$ cat src/hdl/hpf_delay.sv
// hpf_delay: fixed-depth shift line for side data riding beside the math units.
// No package dependency.
module hpf_delay #(
  parameter int WIDTH = 8,
  parameter int DEPTH = 4
) (
  input  logic             clk,
  input  logic [WIDTH-1:0] din,
  output logic [WIDTH-1:0] dout
);

  logic [WIDTH-1:0] taps [DEPTH];

  always_ff @(posedge clk) begin
    taps[0] <= din;
    for (int i = 1; i < DEPTH; i++) begin
      taps[i] <= taps[i-1];
    end
  end

  assign dout = taps[DEPTH-1];

endmodule

$ cat config.mk
export PLATFORM = sky130hd
export DESIGN_NAME = hpf_delay
export DESIGN_NICKNAME = d
export VERILOG_FILES = /design/src/hdl/hpf_delay.sv
export SDC_FILE = /design/constraint.sdc
export NUM_CORES = 1
export LEC_CHECK = 0
export ABC_AREA = 1
export ABC_CLOCK_PERIOD_IN_PS = 800
export BUFFER_PORTS_ARGS = -buffer_cell sky130_fd_sc_hd__buf_2
export CORE_MARGIN = 2
export CORE_UTILIZATION = 45
export DETAILED_ROUTE_END_ITERATION = 16
export GPL_TIMING_DRIVEN = 0
export PLACE_DENSITY = 0.77
export SLEW_MARGIN = 20
export SYNTH_ARGS = -nofsm -noshare
export SYNTH_HDL_FRONTEND = slang
export SYNTH_SLANG_ARGS = --single-unit
export TNS_END_PERCENT = 1
$ cat constraint.sdc
create_clock -name clk -period 0.8 [get_ports clk]
set_input_delay 0.04 -clock clk [delete_from_list [all_inputs] [get_ports clk]]
set_output_delay 0.04 -clock clk [all_outputs]
set_load 0.01 [all_outputs]
==> results.sh <==
export IMPL_status="finished, final reports clean"
export IMPL_r2r_end="taps[1][5]"
export IMPL_ant_nets=0
export IMPL_r2r_start="taps[0][5]"
export IMPL_antenna_cells=0
export IMPL_irDropWorstVdd_mv=1.79
export IMPL_post_cts_buffers=0
export IMPL_slew_viol_final=0
export IMPL_die_y_um=41.7
export IMPL_hold_viol=0
export IMPL_cts_tree="done"
export IMPL_period_share_pct=97.1
export IMPL_crit_path_end_kind="output pin"
export IMPL_max_cap_violations=0
export IMPL_total_power_mw=2.66
export IMPL_yosys_warnings=0
export IMPL_reg2reg_depth=0
export IMPL_antenna_found_initial=0
export IMPL_syn_area_sq_um=641
export IMPL_p_leak_nw=0.403
export IMPL_drcViolationCount=0
export IMPL_via_count=315
export IMPL_critPathRequiredTime_ns=0.76
export IMPL_cp_cell_sequence="buf_6"
export IMPL_nets=72
export IMPL_crit_cells=1
export IMPL_regMostFlops="taps"
export IMPL_grt_max_degree=10
export IMPL_path_buf_inv=1
export IMPL_gp_congestion=0.555
export IMPL_rsz0062_at_grt="true"
export IMPL_hold_path_class="reg2reg"
export IMPL_start_util_pct=48.6
export IMPL_ys_seq_area_share_pct=100
export IMPL_clkLatencyLatePin_ns=0.31
export IMPL_reg_largest_list="taps (32)"
export IMPL_clockBufferDepth=2
export IMPL_relSlewSlack_pct=94.0
export IMPL_crit_path_max_incr_delay_ns=0.33
export IMPL_hold_path_end="taps[3][5]"
export IMPL_mostFrequentLayoutCells="dfxtp_1 (30), buf_2 (14), dlygate4sd3_1 (8), clkbuf_4 (5)"
export IMPL_start_kind="register"
export IMPL_path_delay_family="flip-flops"
export IMPL_wirelength_um=742
export IMPL_holdWs_ns=0.329
export IMPL_fp_coreArea_sq_um=1320
export IMPL_post_route_worst_setup_slack_ns=0.0232
export IMPL_multi_input_area_sq_um=0
export IMPL_io_pins=17
export IMPL_skew_ns=0.00665
export IMPL_htreeDepth=2
export IMPL_synth_cell_type_count=1
export IMPL_power_density_nw_per_um2=2980
export IMPL_path_max_fanout=1
export IMPL_overflow=0
export IMPL_synth_fp_nets=41
export IMPL_io_buffers=16
export IMPL_worstSetupPathType="reg2out"
export IMPL_grt_pass1_wl_um=1280
export IMPL_hold_path_cell_count=0
export IMPL_area_growth_pct=39.5
export IMPL_wl_per_cell_um=9.39
export IMPL_nMultiInputCombCells=0
export IMPL_postSynthCellCount=32
export IMPL_slowest_stage="dfxtp_2"
export IMPL_final_setup_tns_ns=0
export IMPL_cts_buffers=5
export IMPL_die_area_sq_um=1740
export IMPL_clock_sink_count=32
export IMPL_clkSlewWorstSetupHoldPaths_ns=0.08
export IMPL_final_util_pct=67.8
export IMPL_grt_pass1_vias=304
export IMPL_ys_ff_latch=32
export IMPL_post_route_min_period_ns=0.777
export IMPL_layout_commonest_cell="dfxtp_1"
export IMPL_final_area_sq_um=893
export IMPL_gr_usage_all_layers_pct=11.8
export IMPL_dr_pass1_iters=2
export IMPL_fmax_mhz=1290
export IMPL_largest_reg_flops=32
export IMPL_cp_arrival_ns=0.74
export IMPL_setup_viol=0
export IMPL_pre_cts_ws_ns=0.348
export IMPL_final_cells=79
export IMPL_syn_avg_cell_area_sq_um=20.0
export IMPL_worst_pin_slew_ns=0.0896
export IMPL_r2r_slack_ns=0.38
export IMPL_placed_area_sq_um=739
export IMPL_worstHoldStart="taps[2][5]"
export IMPL_clock_tree_root_cell="clkbuf_4"
export IMPL_dieWidth_um=41.7
export IMPL_drtIter0Drc=1
export IMPL_dp_cells=63
export IMPL_rows=13
export IMPL_final_layout_size_suffix_gt1_share_pct=37.5
export IMPL_viasPerCell=3.99
==> Yosys cell counts <==
| cell | instances | share of area (%) |
|---|---|---|
| dfxtp_1 | 32 | 100 |
==> timing repair <==
item                                    CTS  global route
gates resized for setup                   0             4
endpoints found under the setup margin    1             8
hold buffers                              8             0
hold endpoints to repair                  8             0
==> worst max-delay path by stage <==
stage | endpoint | startpoint | slack (ns)
after global placement | dout[2] | taps[3][2] | 0.36
after detailed placement | dout[7] | taps[3][7] | 0.35
after global routing | dout[1] | taps[3][1] | -0.03
after floorplan | taps[1][0] | taps[0][0] | 0.42
after CTS | dout[7] | taps[3][7] | -0.0009
final | dout[7] | taps[3][7] | 0.02
==> kinds of logic (layout without fill, tap and decap cells) <==
| group | after synthesis | count (layout) | synth area share, % |
|---|---|---|---|
| buffers and inverters | 0 | 32 | 0 |
| DFF | 32 | 32 | 100 |
==> where the power goes <==
group	internal (mW)	switching, mW	total [mW]
registers	1.68	0.0176	1.70
logic	0.0585	0.0281	0.0867
clock network	0.433	0.449	0.883
total	2.17	0.495	2.66
==> per-layer routing <==
layer	routed length (um)	vias up	global-route usage (%)	share of wire (%)
li1	-	157	-	-
met1	246	137	8.19	33
met2	380	19	18.4	51
met3	93	2	10.9	13
met4	22	0	9.68	3.0
met5	0	-	0	0
==> final cells by class <==
class	instances	area (sq um)
Clock buffer	8	58.8
Sequential cell	32	643
Timing Repair Buffer	24	173
Tap cell	15	18.8
Fill cell	85	424
(Power assumes the default switching activity.)
