===== config.mk =====
export PLATFORM = sky130hd
export DESIGN_NAME = hpf_isqrt
export DESIGN_NICKNAME = d
export VERILOG_FILES = /design/src/hdl/hpf_isqrt.sv
export SDC_FILE = /design/constraint.sdc
export NUM_CORES = 2
export LEC_CHECK = 0
export BUFFER_PORTS_ARGS = -buffer_cell sky130_fd_sc_hd__buf_2
export CAP_MARGIN = 20
export CORE_ASPECT_RATIO = 0.9
export CORE_UTILIZATION = 45
export DETAILED_ROUTE_END_ITERATION = 10
export PLACE_DENSITY = 0.61
export SYNTH_ARGS = -nofsm -noshare
export SYNTH_HDL_FRONTEND = slang
export SYNTH_MEMORY_MAX_BITS = 65536
export SYNTH_SLANG_ARGS = --single-unit
export TNS_END_PERCENT = 50

===== constraint.sdc =====
create_clock -name clk -period 4.5 [get_ports clk]
set_input_delay 0.675 -clock clk [delete_from_list [all_inputs] [get_ports clk]]
set_output_delay 0.675 -clock clk [all_outputs]
set_load 0.03 [all_outputs]

===== src/hdl/hpf_isqrt.sv =====
// hpf_isqrt: pipelined integer square root, one root bit per stage.
// No package dependency.
module hpf_isqrt #(
  parameter int RB = 32
) (
  input  logic            clk,
  input  logic [2*RB-1:0] op,
  output logic [RB-1:0]   root
);

  logic [RB:0]     rem_q  [RB];
  logic [RB-1:0]   root_q [RB];
  logic [2*RB-1:0] op_q   [RB];

  for (genvar i = 0; i < RB; i++) begin : g_stage
    logic [RB:0]     rem_in;
    logic [RB-1:0]   root_in;
    logic [2*RB-1:0] op_in;
    logic [RB+2:0]   remt;
    logic [RB+2:0]   trial;
    logic [RB+2:0]   diff;

    if (i == 0) begin : g_first
      assign rem_in  = '0;
      assign root_in = '0;
      assign op_in   = op;
    end else begin : g_next
      assign rem_in  = rem_q[i-1];
      assign root_in = root_q[i-1];
      assign op_in   = op_q[i-1];
    end

    assign remt  = {rem_in, op_in[2*RB-1 -: 2]};
    assign trial = {1'b0, root_in, 2'b01};
    assign diff  = remt - trial;

    always_ff @(posedge clk) begin
      op_q[i] <= op_in << 2;
      if (remt >= trial) begin
        rem_q[i]  <= diff[RB:0];
        root_q[i] <= {root_in[RB-2:0], 1'b1};
      end else begin
        rem_q[i]  <= remt[RB:0];
        root_q[i] <= {root_in[RB-2:0], 1'b0};
      end
    end
  end

  assign root = root_q[RB-1];

endmodule


==> summary.md <==
| Metric | Value |
|---|---|
| Crit path buffers/inverters | `2` |
| Post-synth EDFFs | `0` |
| Vias in the first global route | `60706` |
| Synth Cell Area | `91800 um2` |
| Gate Count Post-Synth | `9113` |
| Largest net degree at the start of global routing | `49` |
| Synth warn | `0` |
| Unrepaired setup endpoints after global routing | `no` |
| Crit path largest cell delay | `0.72 ns` |
| Count of cell types in the netlist | `103` |
| Hold Path Stages | `0` |
| Vias/cell | `5.12` |
| Crit-path max FO | `37` |
| CTS root buf | `clkbuf_16` |
| Top cell type's share of synthesized area | `54.4%` |
| Commonest cells post-synth | `2495 x dfxtp_1, 705 x inv_1, 630 x nor2_1` |
| Failing checks | `DRC` |
| Top FF cell, synth | `dfxtp_1` |
| Max cap viols | `0` |
| Die Area | `206000 um2` |
| Antenna violations before repair | `8` |
| Initial Util | `45.5%` |
| Worst r2r path cells | `11` |
| Cell with the most instances after synthesis | `dfxtp_1` |
| CTS Buf Count | `236` |
| Final hold violations | `0` |
| Yosys reg bits | `2495` |
| Worst path arrival time | `4.64 ns` |
| Final worst-path cycle share | `86.6%` |
| Critical path class | `flip-flop to flip-flop` |
| Maximum vdd drop | `0.340 mV` |
| Row count | `156` |
| Critical path, cell by cell | `inv_1, ha_1, o21a_1, o221a_2, a311oi_1, o21ai_1, a31oi_1, o31a_1, o21ai_4, buf_4, mux2_2` |
| Die Ht | `430 um` |
| DRC | `2` |
| DRT iter0 DRCs | `3783` |
| Post-Place Cells | `11740` |
| Filler cell count | `18280` |
| Net count, final | `9983` |
| Slowest cell on the critical path | `o21ai_4` |
| Leading area contributor after synthesis | `dfxtp_1` |
| Post-DP HPWL | `150 mm` |
| Final min period | `3.90 ns` |
| Routability-driven placement congestion ratio | `0.888` |
| Worst skew pair latency | `0.89 ns` |
| Die X | `478 um` |
| Maximum buffer depth of the clock tree | `3` |
| Non-filler cells, final | `12248` |
| Delay-heaviest family, CP | `compound AO/OA/AOI/OAI gates` |
| Number of gates resized after cts | `0` |
| ANT nets after route | `0` |
| Rel. slew slack | `27.4%` |
| Post-synth ARST share | `0%` |
| IO Count | `97` |
| Required time worst endpoint | `5.24 ns` |
| Area delta synth->final | `13.6%` |
| Worst Setup Start Kind | `flip-flop` |
| Average cell area after synthesis | `10.1 um2` |
| H-tree Lvls | `4` |
| Slew Viols, Final | `0` |
| Hold Path Class | `flip-flop to flip-flop` |
| Final setup violation count | `0` |
| Port bufs | `96` |
| Outcome | `finished, violations left` |
| Clk slew on worst S/H paths | `0.06 ns` |
| Pwr dens | `565 nW/um2` |
| First-pass GRT wire length | `317 mm` |
| Final Routed Wirelength | `197 mm` |
| Total Routing Usage GR | `18.8%` |
| Pre-antenna DRT Iters | `9` |
| Total Neg Setup Slack | `0 ns` |
| Leak | `48.5 nW` |
| Worst-Margin Slew | `1.06 ns` |
| Critical Path Stages | `11` |
| Post-place instance area | `95300 um2` |
| Core Area | `202000 um2` |
| Final Skew | `0.0677 ns` |
| Crit end category | `flip-flop` |
| Routed vias | `62711` |
| Fmax | `257 MHz` |
| CTS tree | `done` |
| Gr ovfl total | `0` |
| Mapped Nets | `9739` |
| Finished Cell Area | `104000 um2` |
| Main area contributors after synthesis | `dfxtp_1 54%, ha_1 7.6%, xor2_1 3.9%, xnor2_1 3.7%, a21oi_1 3.3%` |
| Sequential element share of the synthesized area | `54.4%` |
| Wirelength per Cell | `16.0 um` |
| Share of layout cells above drive strength 1 | `7.65%` |
| Clock Sink Count | `2495` |
| Final Core Density | `51.7%` |
==> placed cells by master, fill, tap and decap left out, types with 177 or more instances in the layout <==
cell type,n
xnor2_1,393
nor3_1,218
dfxtp_1,2495
a21oi_1,602
inv_1,705
nand3_1,177
o21ai_0,443
ha_1,561
nand2_1,610
xor2_1,407
nor2_1,629
clkbuf_16,236
a21o_1,178
==> kinds of logic (layout without fill, tap and decap cells) <==
logic type               Yosys count  after routing  synth area share (%)
AO/OA/AOI/OAI                   1818           1818                  12.3
XOR/XNOR                         801            801                  7.65
adder cells (fa/ha/maj)          561            561                  7.65
buffers and inverters            906           1352                  3.74
flip-flops                      2495           2495                  54.4
multiplexers                     108            108                  1.30
other                              1              4               0.00409
AND/OR/NAND/NOR                 2423           2423                  13.0
==> sequential cells by signal, summed over array words and instances, names as in the netlist <==
register,cells
root_q,528
rem_q,975
op_q,992
==> power by group <==
group	switching, mW	internal, mW	leakage [nW]
clock	8.47	11.9	4.05
sequential	2.84	25.7	20.9
combinational	5.53	4.42	23.6
total	16.8	42.1	48.5
==> repair_timing <==
item                      CTS  global route
hold buffers               65             0
setup buffers               0             0
hold endpoints to repair   65             0
==> path summary, 6_finish.rpt <==
kind | from | end | slack [ns]
max | root_q[1][320] | rem_q[1][369] | 0.60
min | root_q[1][228] | root_q[1][261] | 0.29
max reg2reg | root_q[1][320] | rem_q[1][369] | 0.60
min reg2reg | root_q[1][228] | root_q[1][261] | 0.29
==> metal layers <==
layer | track usage, % | part of all wire, % | vias up
met3 | 3.02 | 4.5 | 332
li1 | - | - | 31688
met1 | 25.3 | 47 | 29394
met2 | 31.1 | 46 | 1295
met5 | 0 | 0.022 | -
met4 | 5.44 | 2.4 | 2
==> final cells by class <==
class	count	area (um2)	share of cell area (%)
Antenna cell	3	7.51	0.00720
Clock buffer	329	6810	6.52
Clock inverter	111	1520	1.46
Inverter	710	2670	2.56
Multi-Input combinational cell	5712	38500	36.9
Sequential cell	2495	49900	47.9
Tap cell	2686	3360	3.22
Timing Repair Buffer	202	1490	1.43
==> stage by stage <==
step | worst slack (ns) | hold slack [ns] | power [mW]
CTS | 0.649 | 0.279 | 59.6
finish | 0.604 | 0.288 | 58.9
global placement | 0.746 | 0.310 | 38.8
floorplan | 1.43 | 0.310 | 35.7
detailed placement | 0.681 | 0.312 | 38.9
global route | 0.335 | 0.286 | 62.2
Power figures use the tool's default switching activity.
