File: config.mk
export PLATFORM = sky130hd
export DESIGN_NAME = hpf_div
export DESIGN_NICKNAME = d
export VERILOG_FILES = /design/src/hdl/hpf_div.sv
export SDC_FILE = /design/constraint.sdc
export NUM_CORES = 2
export LEC_CHECK = 0
export BUFFER_PORTS_ARGS = -buffer_cell sky130_fd_sc_hd__buf_2
export CAP_MARGIN = 20
export CORE_ASPECT_RATIO = 0.8
export CORE_UTILIZATION = 39
export CTS_BUF_LIST = sky130_fd_sc_hd__clkbuf_2
export DETAILED_ROUTE_END_ITERATION = 8
export MAX_ROUTING_LAYER = met4
export PLACE_DENSITY = 0.63
export SYNTH_ARGS = -nofsm -noshare
export SYNTH_HDL_FRONTEND = slang
export SYNTH_SLANG_ARGS = --single-unit
File: constraint.sdc
create_clock -name clk -period 3.2 [get_ports clk]
set_input_delay 0.64 -clock clk [delete_from_list [all_inputs] [get_ports clk]]
set_output_delay 0.64 -clock clk [all_outputs]
set_load 0.005 [all_outputs]
File: src/hdl/hpf_div.sv
// hpf_div: pipelined restoring divider, one quotient bit per stage.
// Needs num >> QB below den; no package dependency.
module hpf_div #(
  parameter int NB = 64,
  parameter int DB = 32,
  parameter int QB = 32
) (
  input  logic          clk,
  input  logic [NB-1:0] num,
  input  logic [DB-1:0] den,
  output logic [QB-1:0] quo
);

  logic [DB-1:0] rem_q [QB];
  logic [QB-1:0] low_q [QB];
  logic [DB-1:0] den_q [QB];
  logic [QB-1:0] quo_q [QB];

  for (genvar i = 0; i < QB; i++) begin : g_stage
    logic [DB-1:0] rem_in;
    logic [QB-1:0] low_in;
    logic [DB-1:0] den_in;
    logic [QB-1:0] quo_in;
    logic [DB:0]   remt;
    logic [DB:0]   diff;
    logic          ge;

    if (i == 0) begin : g_first
      assign rem_in = DB'(num[NB-1:QB]);
      assign low_in = num[QB-1:0];
      assign den_in = den;
      assign quo_in = '0;
    end else begin : g_next
      assign rem_in = rem_q[i-1];
      assign low_in = low_q[i-1];
      assign den_in = den_q[i-1];
      assign quo_in = quo_q[i-1];
    end

    assign remt = {rem_in, low_in[QB-1]};
    assign diff = remt - {1'b0, den_in};
    assign ge   = (remt >= {1'b0, den_in});

    always_ff @(posedge clk) begin
      rem_q[i] <= ge ? diff[DB-1:0] : remt[DB-1:0];
      low_q[i] <= low_in << 1;
      den_q[i] <= den_in;
      quo_q[i] <= {quo_in[QB-2:0], ge};
    end
  end

  assign quo = quo_q[QB-1];

endmodule

==> metrics.yaml <==
status: "complete, but fails checks"
failed_checks: "negative setup slack"
fin_ws_ns: -0.3064
timing.fmax_ghz: 0.2852
grt_pass1_wl_um: 525200
ios: 129
yosys.area.top_type: "dfxtp_1"
synth.distinct_cells: 103
num_rows: 186
cts_buffers: 716
hold_violations: 0
ys_warn_count: 0
min_path_cells: 0
synth.area.top_cells: "dfxtp_1 47%, ha_1 10%, mux2_2 5.2%, a21oi_1 4.0%, inv_1 3.9%"
crit_family: "compound AO/OA/AOI/OAI gates"
async_flop_share_pct: 0
yosys-mux-area-fraction_pct: 5.773
pre_cts_slack_ns: -0.5005
synth_edf_count: 0
synthAdderAreaFrac_pct: 10.59
whs_endpoint: "den_q[0][339]"
postRouteAntennaNets: 0
synth-main-ff-cell: "dfxtp_1"
vias_per_cell: 4.962
crit_chain: "ha_4 -> nor2b_4 -> o31a_1 -> o31ai_4 -> and3_4 -> nor3b_4 -> a311oi_2 -> buf_4 -> nor3_4 -> or3_4 -> a311oi_4 -> buf_6 -> buf_12 -> mux2_4"
reg2reg_from: "rem_q[6][0]"
p_leak_uw: 0.07640
post_drt_wl_per_cell_um: 17.01
max_stage_delay_ns: 0.42
required_ns: 5.03
cp_max_fo: 8
clk_path_buf_depth: 4
fin_setup_tns_ns: -15.59
vdd_drop_max_uv: 483.9
drc: 0
cp_num_buf_inv: 3
placed_cell_area_sq_um: 142600
finalNetCount: 16580
cap_violations: 0
drt_pass1_iterations: 8
slew_headroom_pct: 36.50
n_fill_cell: 29400
fin_crit_sh_pct: 109.6
crit_slowest_cell: "or3_4"
stdcell_area_sq_um: 162100
layout_common_cells: "2,821 x dfxtp_1, 1,434 x buf_4, 1,271 x inv_1"
clkTransAtPathRegs_ns: 0.11
grt_pass1_vias: 96250
ff2ff_path_depth: 14
root_buffer: "clkbuf_2"
routabilityCongestion: 0.9390
hp-class: "reg -> reg"
wl_um: 345600
fp.dieH_um: 512.0
drive_above_1_share_pct: 28.35
die_area_sq_um: 327500
cts_tree: "done"
hold_start: "den_q[0][307]"
endpoint_kind: "register"
clock-sinks: 3008
die_w_um: 639.5
hpwl_um: 249400
mostFrequentLayoutCell: "dfxtp_1"
grt_overflow: 0
synth.top_cell.area_share_pct: 47.48
setup_viol: 155
seq_area_frac_synth_pct: 47.48
critPathArrivalTime_ns: 5.34
htree_levels: 6
ys_seq_elements: 3008
finalCoreUtilization_pct: 50.29
synthSimpleGateAreaFrac_pct: 9.694
path_class: "reg -> reg"
min_period_ns: 3.506
syn_nets: 14020
slew_viol_final: 0
area_growth_pct: 27.81
yosys.area_share.xor_xnor_pct: 5.518
worst_slew_pin_slew_ns: 0.9524
io_buffers: 128
initial_core_util_pct: 39.34
insertion_delay_ns: 2.13
grt_max_degree: 40
synth_area_per_cell_sq_um: 9.858
synth_cells: 12860
rsz0062_at_grt: "true"
drt_iter0_drc: 7826
power_density_nw_per_um2: 1154
antenna_found_initial: 33
grt.total_usage_pct: 20.51
syn-cell-area_sq_um: 126800
synth_compound_gate_area_share_pct: 16.16
clock_skew_ns: 0.1980
start_kind: "register"
vias: 100800
timing.rr.end: "rem_q[7][29]"
synth_top_family_by_area: "compound AO/OA/AOI/OAI gates"
whs_ns: 0.2101
r2r_setup_slack_ns: -0.31
core-area_sq_um: 322300
==> timing repair <==
action / 4_1_cts / 5_1_grt
pin swaps: 183 / 342
setup endpoints to repair: 765 / 961
endpoints found under the hold margin: 96 / 0
resized for setup: 648 / 981
gates cloned: 43 / 21
hold buffers: 338 / 0
buffers inserted: 136 / 150
==> cells by family after synthesis <==
group                    Yosys count
adder cells (fa/ha/maj)         1055
buffers and inverters           1584
multiplexers                     657
AND/OR/NAND/NOR                 2525
flip-flops                      3008
AO/OA/AOI/OAI                   3236
XOR/XNOR                         799
==> sequential cells by signal (all words and copies together), names as in the netlist <==
signal,cells
den_q,992
rem_q,992
quo_q,528
low_q,496
==> through the flow <==
step	total power, uW	instances
after floorplan	114800	12860
after global placement	144300	18400
after detailed placement	144900	18400
after CTS	179100	20160
after global routing	200600	20320
final	187000	20320
==> worst register-to-register path, cell delays in order (launching register included) <==
cell and delay (ns):
dfxtp_2 0.36, ha_4 0.24, nor2b_4 0.12, o31a_1 0.30, o31ai_4 0.28, and3_4 0.26
nor3b_4 0.05, a311oi_2 0.21, buf_4 0.18, nor3_4 0.04, or3_4 0.42, a311oi_4 0.30
buf_6 0.18, buf_12 0.15, mux2_4 0.30
==> area by class of cell <==
type | instances | area [sq um] | area share, %
repair buffers | 2112 | 18660 | 11.51
flip-flops and latches | 3008 | 60500 | 37.33
multi-input cells | 8272 | 65890 | 40.65
well taps | 4324 | 5410 | 3.338
diodes | 27 | 67.56 | 0.04169
clock inverters | 239 | 1495 | 0.9225
inverters | 1314 | 4950 | 3.054
clock buffers | 1022 | 5115 | 3.156
==> synthesized netlist by cell type, drive strengths merged (51+ instances only) <==
cell    number
o21bai     129
nor2b      156
o31ai       66
nor2       648
inv       1314
or2         54
nand3      195
dfxtp     3008
a21oi     1029
nand2      691
xnor2      517
nand4      166
a211oi      85
and3       106
mux2i       62
clkbuf     194
mux2       595
buf         76
a21o       526
a31oi      129
xor2       282
nor3       136
and2        51
ha        1024
o21a       148
nand2b     138
o21ai      672
==> metal layers <==
metal  vias to the layer above  part of all wire [%]  track usage (%)
met1                     47000                    50            30.01
met5                         -                     0                -
met3                       561                   7.6            4.134
li1                      50310                     -                -
met2                      2947                    40            28.35
met4                         0                   2.0            5.457
==> how the worst max path moves through the flow <==
stage	from	end	cells after the start
after CTS	quo_q[7][98]	quo[2]	1
after global routing	den_q[0][193]	rem_q[7][27]	15
after detailed placement	den[1]	rem_q[0][2]	14
after global placement	den[1]	rem_q[0][4]	14
final	rem_q[6][0]	rem_q[7][29]	14
after floorplan	den_q[0][193]	rem_q[7][24]	13
==> power by group <==
group          internal (uW)  total [uW]  switching (uW)  leakage, uW
clock                   9770       25400           15600      0.00499
sequential             49100       56100            6990       0.0254
combinational          53900      106000           51700       0.0460
No activity file was read; power rests on OpenSTA's default activity.
